[config.mk]
export PLATFORM = sky130hd
export DESIGN_NAME = salru_ram
export DESIGN_NICKNAME = d
export VERILOG_FILES = /design/src/hdl/salru_ram.sv
export SDC_FILE = /design/constraint.sdc
export NUM_CORES = 1
export LEC_CHECK = 0
export BUFFER_PORTS_ARGS = -buffer_cell sky130_fd_sc_hd__buf_2
export CAP_MARGIN = 20
export CORE_MARGIN = 2
export CORE_UTILIZATION = 54
export DETAILED_ROUTE_END_ITERATION = 10
export PLACE_DENSITY = 0.7
export SYNTH_ARGS = -nofsm -noshare
export SYNTH_HDL_FRONTEND = slang
export SYNTH_SLANG_ARGS = --single-unit
export TNS_END_PERCENT = 10
[constraint.sdc]
create_clock -name clk -period 1.7 [get_ports clk]
set_input_delay 0.085 -clock clk [delete_from_list [all_inputs] [get_ports clk]]
set_output_delay 0.085 -clock clk [all_outputs]
set_load 0.01 [all_outputs]
[src/hdl/salru_ram.sv]
// Generic simple dual-port RAM with registered read.
module salru_ram #(
  parameter int unsigned WIDTH = 8,
  parameter int unsigned DEPTH = 16
) (
  input  logic                     clk,
  input  logic                     we,
  input  logic [$clog2(DEPTH)-1:0] waddr,
  input  logic [WIDTH-1:0]         wdata,
  input  logic                     re,
  input  logic [$clog2(DEPTH)-1:0] raddr,
  output logic [WIDTH-1:0]         rdata
);

  logic [WIDTH-1:0] mem [DEPTH];
  logic [WIDTH-1:0] rdata_r;

  always_ff @(posedge clk) begin
    if (we) begin
      mem[waddr] <= wdata;
    end
    if (re) begin
      rdata_r <= mem[raddr];
    end
  end

  assign rdata = rdata_r;

endmodule

# ---- Word level (Yosys, flattened, before mapping)
# Memories as Yosys holds them, arrays and structs flattened. A register that Yosys moved wholly into a read port is not among the register bits.
# Cells that the tools add are included.
# W data, S select, Z words.
dict set report word_totals {
  regBits 0
  ramBits 128
  input_bits 19
  n_memories 1
}
# name words width rd rd_ports_with_merged_regs write_ports line_no
set mem_list {}
lappend mem_list {mem 16 8 1 1 1 15} ;# logic [WIDTH-1:0] mem [DEPTH];
dict set report classes {
  muxes 2
}
# operator count
set ops {}
lappend ops {{$mux W1} 2}

# ---- Longest topological paths before layout
# Gate-level depths: netlist (run 1).
dict set report logic_depth {
  ltp_word 2
  ltp_mapped 5
  mapped_depth_nobuf 3
}

# ---- Worst setup path after synthesis (run 1)
# No wires, ideal clock.
dict set report synth_timing {
  path_kind {in2reg}
  startpoint {in waddr[2]}
  endpoint {mem mem[0][0], enable pin}
  setup_ns 0.383
  arrival_time_ns 1.195
  path_slack_ns 0.122
  cell_stages 2
  path_buffers 0
  cell_sequence {or3b_2 nor3_1}
}
# item line_no
set synth_lines {}
lappend synth_lines {{start, declared} 8} ;# input logic [$clog2(DEPTH)-1:0] waddr,
lappend synth_lines {{end, declared} 15}
# No word-level cell before the write port.

==> out/qor.csv, run 1 <==
metric;value;unit
outcome;finished clean;
crit_required;1.94;ns
clkTransAtPathRegs;0.06;ns
r2r-start;mem[15][7];
fin_area;6240;um2
crit_buf_inv;0;
post-place-ws;-0.00943;ns
syn-cell-area;5230;um2
num_io_pins;27;
htreeDepth;4;
seqPwrFrac;51.3;%
worstSetupStartpointType;flip-flop;
async_flop_share;0;%
clk_path_buf_depth;2;
synth_cells;229;
cp-end-kind;flip-flop;
std_cell_rows;35;
vias;2514;
p_switching;1540;uW
synth_top_family_by_area;multiplexers;
post-route-period-util;91.7;%
maxSlewViolCount;0;
gr-total-overflow;0;
synth_edf_count;136;
combPwrFrac;5.0;%
tns;0;ns
slowest_delay;0.48;ns
yosysWarnings;0;
p_leak;0.00212;uW
hpwl;6170;um
post-cts-setup-buffers;0;
cts_tree;yes;
place_area;5630;um2
synth_ff_type;edfxtp_1;
ir_worst_vdd;0.000584;V
grt_max_degree;29;
cts_buffers;17;
cts_num_sinks;136;
drt-total-wl;9870;um
layout-drive-gt1-share;30.4;%
first_iter_violations;164;
ant_nets;0;
synth.most_common_cell;edfxtp_1;
synth.top_cells.by_count;136 x edfxtp_1, 18 x mux4_2, 16 x a22oi_1, 14 x mux4_1, 13 x nor2_1;
die_y;102;um
grt_pass1_vias;2715;
die_area;10500;um2
grt_first_pass_wirelength;15500;um
synth.area.mux_share;14.8;%
synth_top_area_share;78.1;%
fp.dieW;102;um
drc;0;
ys_types;18;
synth-seq-cells;136;
power.density;1190;nW/um2
crit_type;flip-flop to flip-flop;
clock_skew;0.00932;ns
synthAdderAreaFrac;0;%
tightest_slew;0.396;ns
area_growth;19.4;%
grt_usage;21.8;%
numPortBuffers;26;
busiest_layer;met2;
synthXorXnorAreaFrac;0;%
hold_path_class;input pin to flip-flop;
hold_viol_final;0;
synth.area.top_cells;edfxtp_1 78%, mux4_2 7.8%, mux4_1 7.0%, a22oi_1 2.3%, nor2_1 0.93%;
r2r_end;rdata[7];
cellInternalPower;5860;uW
num_antenna_cells;0;
max_cap_viol_count;0;
crit_end;rdata[7];
clockRootBuffer;clkbuf_8;
synth-simple-area-share;3.14;%
ys_seq_area_share;78.1;%
rsz0062_at_grt;false;
cp.depth;3;
cp_slowest_cell;mux4_2;
crit_path_cell_trace;mux4_2 -> a22oi_1 -> nand2_1;
fin_ws;0.142;ns
insertion_delay;0.51;ns
grt_use_met3;7.05;%
arrival;1.79;ns
grtUsageMet2;34.4;%
placed_cells;395;
crit_family;multiplexers;
initial_core_util;56.0;%
clock.fmax;642;MHz
routedWlPerCell;22.7;um
critPathMaxFanout;1;
relSlewSlack;73.6;%
synth.net_count;248;
viasPerCell;5.78;
synth_top_area_cell;edfxtp_1;
reg2regPathDepth;3;
syn_avg_cell_area;22.8;um2
dr.pass1.iters;4;
clkPwrFrac;43.6;%
nNetsFinal;313;
grt_use_met1;29.5;%
setup_viol;0;
swShare;20.8;%
crit_path_start;mem[15][7];
core;9330;um2
place_congestion;0.737;
min_period;1.56;ns
instances_no_fill;435;
r2r_slack;0.14;ns
antenna_found_initial;0;
synth_compound_area_share;2.30;%
power by group through the flow:
stage / Sequential [uW] / Clock, uW / Combinational (uW)
2_1_floorplan: 3870 / 0 / 191
6_report: 3800 / 3230 / 371
3_3_place_gp: 3860 / 0 / 349
4_1_cts: 3800 / 3280 / 375
3_5_place_dp: 3870 / 0 / 357
5_1_grt: 3800 / 3430 / 406
cell usage in the layout, fill, tap and decap left out, types with 2 or more instances in the layout:
cell	netlist	layout
edfxtp_1	136	136
buf_2	3	26
mux4_2	18	18
buf_4	1	18
a22oi_1	16	16
clkbuf_16	0	16
mux4_1	14	14
nor2_1	13	13
nand2_1	9	9
dlygate4sd3_1	0	9
nor3_1	4	4
clkinvlp_4	0	4
clkinv_1	0	3
buf_12	0	3
nand3b_1	2	2
nand2b_1	2	2
clkinv_2	0	2
clkinv_4	0	2
cell families after synthesis:
group,count (synthesis)
AO/OA/AOI/OAI,16
buffers and inverters,10
flip-flops,136
multiplexers,32
AND/OR/NAND/NOR,35
worst reg2reg max path, stage by stage, from the launching register on:
cell and delay (ns):
edfxtp_1 0.39, mux4_2 0.48, a22oi_1 0.25, nand2_1 0.16
metal layers:
layer  vias up  share of wire, %
met3         8               5.6
met4         0              0.76
met2       102                51
met1      1293                43
li1       1111                 -
met5         -                 0
repair_timing:
item	in CTS	in global routing
setup endpoints to repair	0	0
endpoints found under the hold margin	136	0
hold buffers	9	0
gates resized for setup	0	0
layout make-up:
type,count,area (um2)
clock inverter,13,108
timing repair buffer,56,415
multi-input combinational,83,1060
sequential,136,4080
clock buffer,18,418
tap,129,161
fill,582,3080
through the flow:
| step | utilization [%] | hold slack (ns) | total power (uW) |
|---|---|---|---|
| after floorplan | - | 0.184 | 4060 |
| after global placement | 60.3 | 0.459 | 4210 |
| after detailed placement | 60.3 | 0.469 | 4230 |
| after CTS | 66.9 | 0.0998 | 7450 |
| after global routing | 66.9 | 0.123 | 7640 |
| final | 66.9 | 0.129 | 7400 |
state kept, by name, summed over array words and instances, names as in the netlist:
name and count:
mem 128, rdata 8
worst min-delay path by stage:
stage,end,cells past startpoint,from
after floorplan,mem[0][0],0,wdata[0]
after detailed placement,rdata[2],1,re
after global placement,rdata[2],1,re
after CTS,mem[8][5],3,waddr[0]
final,mem[8][5],3,waddr[0]
after global routing,mem[8][1],3,waddr[0]
Power figures use the tool's default switching activity.
==> inputs of run 2 (changes only) <==
--- a/config.mk
+++ b/config.mk
@@ -5,12 +5,12 @@
 export SDC_FILE = /design/constraint.sdc
 export NUM_CORES = 1
 export LEC_CHECK = 0
-export BUFFER_PORTS_ARGS = -buffer_cell sky130_fd_sc_hd__buf_2
 export CAP_MARGIN = 20
 export CORE_MARGIN = 2
 export CORE_UTILIZATION = 54
 export DETAILED_ROUTE_END_ITERATION = 10
-export PLACE_DENSITY = 0.7
+export DONT_BUFFER_PORTS = 1
+export PLACE_DENSITY = 0.68
 export SYNTH_ARGS = -nofsm -noshare
 export SYNTH_HDL_FRONTEND = slang
 export SYNTH_SLANG_ARGS = --single-unit
==> run 2 against run 1 <==
- sequential share of layout area is 0.82 points higher
- power is 1.9% higher
- worst hold slack worse by 0.12 ns
- critical path type unchanged
- die area stayed put
- cell count is 5.1% lower
- clock skew is 0.0017 ns lower
- clock-buffer cell count is 3 higher
- highest routed layer unchanged
- first-iteration DRC count is 23% higher
==> out/qor.csv, run 2 (synthesis gave the netlist of run 1 again) <==
metric;value;unit;change
die_y;102;um;unchanged
relSlewSlack;62.8;%;was 73.6%
core;9330;um2;unchanged
rsz0062_at_grt;false;;unchanged
grt_pass1_vias;2485;;was 2715
routedWlPerCell;23.0;um;was 22.7 um
n_fill_cell;617;;was 582
ir_worst_vdd;0.000637;V;was 0.000584 V
cp-end-kind;flip-flop;;unchanged
std_cell_rows;35;;unchanged
crit_path_cell_trace;mux4_1 -> a22oi_1 -> nand2_1;;was mux4_2 -> a22oi_1 -> nand2_1
crit_type;flip-flop to flip-flop;;unchanged
min_period;1.47;ns;was 1.56 ns
largest_reg_flops;128;;unchanged
cp_slowest_cell;mux4_1;;was mux4_2
post-place-ws;0.211;ns;was -0.00943 ns
hpwl;5540;um;was 6170 um
outcome;finished clean;;unchanged
first_iter_violations;201;;was 164
ctsResizeCount;0;;unchanged
p_leak;0.00205;uW;was 0.00212 uW
initial_core_util;56.0;%;unchanged
worstSetupStartpointType;flip-flop;;unchanged
setup_viol;0;;unchanged
fin_ws;0.229;ns;was 0.142 ns
max_cap_viol_count;0;;unchanged
clkTransAtPathRegs;0.05;ns;was 0.06 ns
hold_path_class;input pin to flip-flop;;unchanged
grt_usage;20.7;%;was 21.8%
antenna_found_initial;0;;unchanged
crit_required;1.95;ns;was 1.94 ns
hold_buffers;16;;was 9
fp.dieW;102;um;unchanged
viasPerCell;5.84;;was 5.78
dr.pass1.iters;4;;unchanged
die_area;10500;um2;unchanged
cts_buffers;17;;unchanged
nNetsFinal;291;;was 313
numPortBuffers;0;;was 26
hold_viol_final;0;;unchanged
vias;2410;;was 2514
layout-drive-gt1-share;22.5;%;was 30.4%
grt_first_pass_wirelength;14500;um;was 15500 um
grt_max_degree;29;;unchanged
arrival;1.72;ns;was 1.79 ns
post-route-period-util;86.6;%;was 91.7%
htreeDepth;4;;unchanged
clockRootBuffer;clkbuf_8;;unchanged
post-cts-setup-buffers;0;;unchanged
num_io_pins;27;;unchanged
slowest_delay;0.50;ns;was 0.48 ns
insertion_delay;0.51;ns;about the same
regMostFlops;mem;;unchanged
gr-total-overflow;0;;unchanged
power.density;1220;nW/um2;was 1190 nW/um2
clock.fmax;680;MHz;was 642 MHz
area_growth;18.0;%;was 19.4%
critPathMaxFanout;1;;unchanged
place_congestion;0.718;;was 0.737
layout_common_cells;136 x edfxtp_1, 18 x mux4_2, 18 x buf_4;;was 136 x edfxtp_1, 26 x buf_2, 18 x mux4_2, 18 x buf_4
final_common_cell;edfxtp_1;;unchanged
cts_num_sinks;136;;unchanged
clock_skew;0.00762;ns;was 0.00932 ns
maxSlewViolCount;0;;unchanged
cts_tree;yes;;unchanged
tightest_slew;0.556;ns;was 0.396 ns
ant_nets;0;;unchanged
num_antenna_cells;0;;unchanged
clk_path_buf_depth;2;;unchanged
tns;0;ns;unchanged
drc;0;;unchanged
drt-total-wl;9510;um;was 9870 um
[run 2: changes by cell type in the layout (fill, tap and decap cells not counted)]
cell	previous run	this run
clkinv_1	3	1
buf_12	3	1
dlygate4sd3_1	9	15
inv_6	1	0
clkbuf_1	1	4
clkinv_4	2	0
bufinv_16	1	3
clkinv_2	2	4
clkinvlp_4	4	2
buf_2	26	0
[run 2: path summary, 6_finish.rpt]
check	depth (start not counted)	slack, ns	from	endpoint
setup / recovery	3	0.23	mem[1][1]	rdata[1]
hold / removal	3	0.01	raddr[1]	rdata[1]
setup reg to reg	3	0.23	mem[1][1]	rdata[1]
hold reg to reg	3	0.76	mem[15][4]	rdata[4]
[run 2: metal layers]
layer | global-route usage, % | vias up | wire length, um
met4 | 5.54 | 0 | 38
met5 | 0 | - | 0
li1 | - | 1069 | -
met2 | 31.3 | 101 | 4720
met3 | 7.52 | 2 | 864
met1 | 29.1 | 1238 | 3880
[run 2: per-stage QoR]
step,cell area [um2],hold WS (ns),utilization (%),cells,power (uW)
finish,6170,0.0122,66.1,413,7540
global route,6170,0.00500,66.1,413,7780
floorplan,5230,0.184,-,229,4060
global placement,5440,0.185,58.3,366,4080
CTS,6170,0.00639,66.1,413,7600
detailed placement,5440,0.185,58.3,366,4090
[run 2: cell type report]
type | count | area [um2] | share of cell area (%)
clock buffer | 21 | 429 | 6.96
clock inverter | 10 | 129 | 2.09
sequential | 136 | 4080 | 66.2
timing repair buffer | 34 | 305 | 4.95
multi-input combinational | 83 | 1060 | 17.1
tap | 129 | 161 | 2.62
[run 2: report_power, final]
part / leakage, uW / total [uW] / internal (uW) / switching, uW
Sequential: 0.00124 / 3810 / 3780 / 29.6
Clock: 0.000269 / 3430 / 2210 / 1220
Combinational: 0.000541 / 297 / 143 / 154
[run 2: critical path, delay by kind of cell, from the launching register on]
kind             cells  cell delay [ns]
AND/OR/NAND/NOR      1             0.09
flip-flops           1             0.34
multiplexers         1             0.50
AO/OA/AOI/OAI        1             0.29
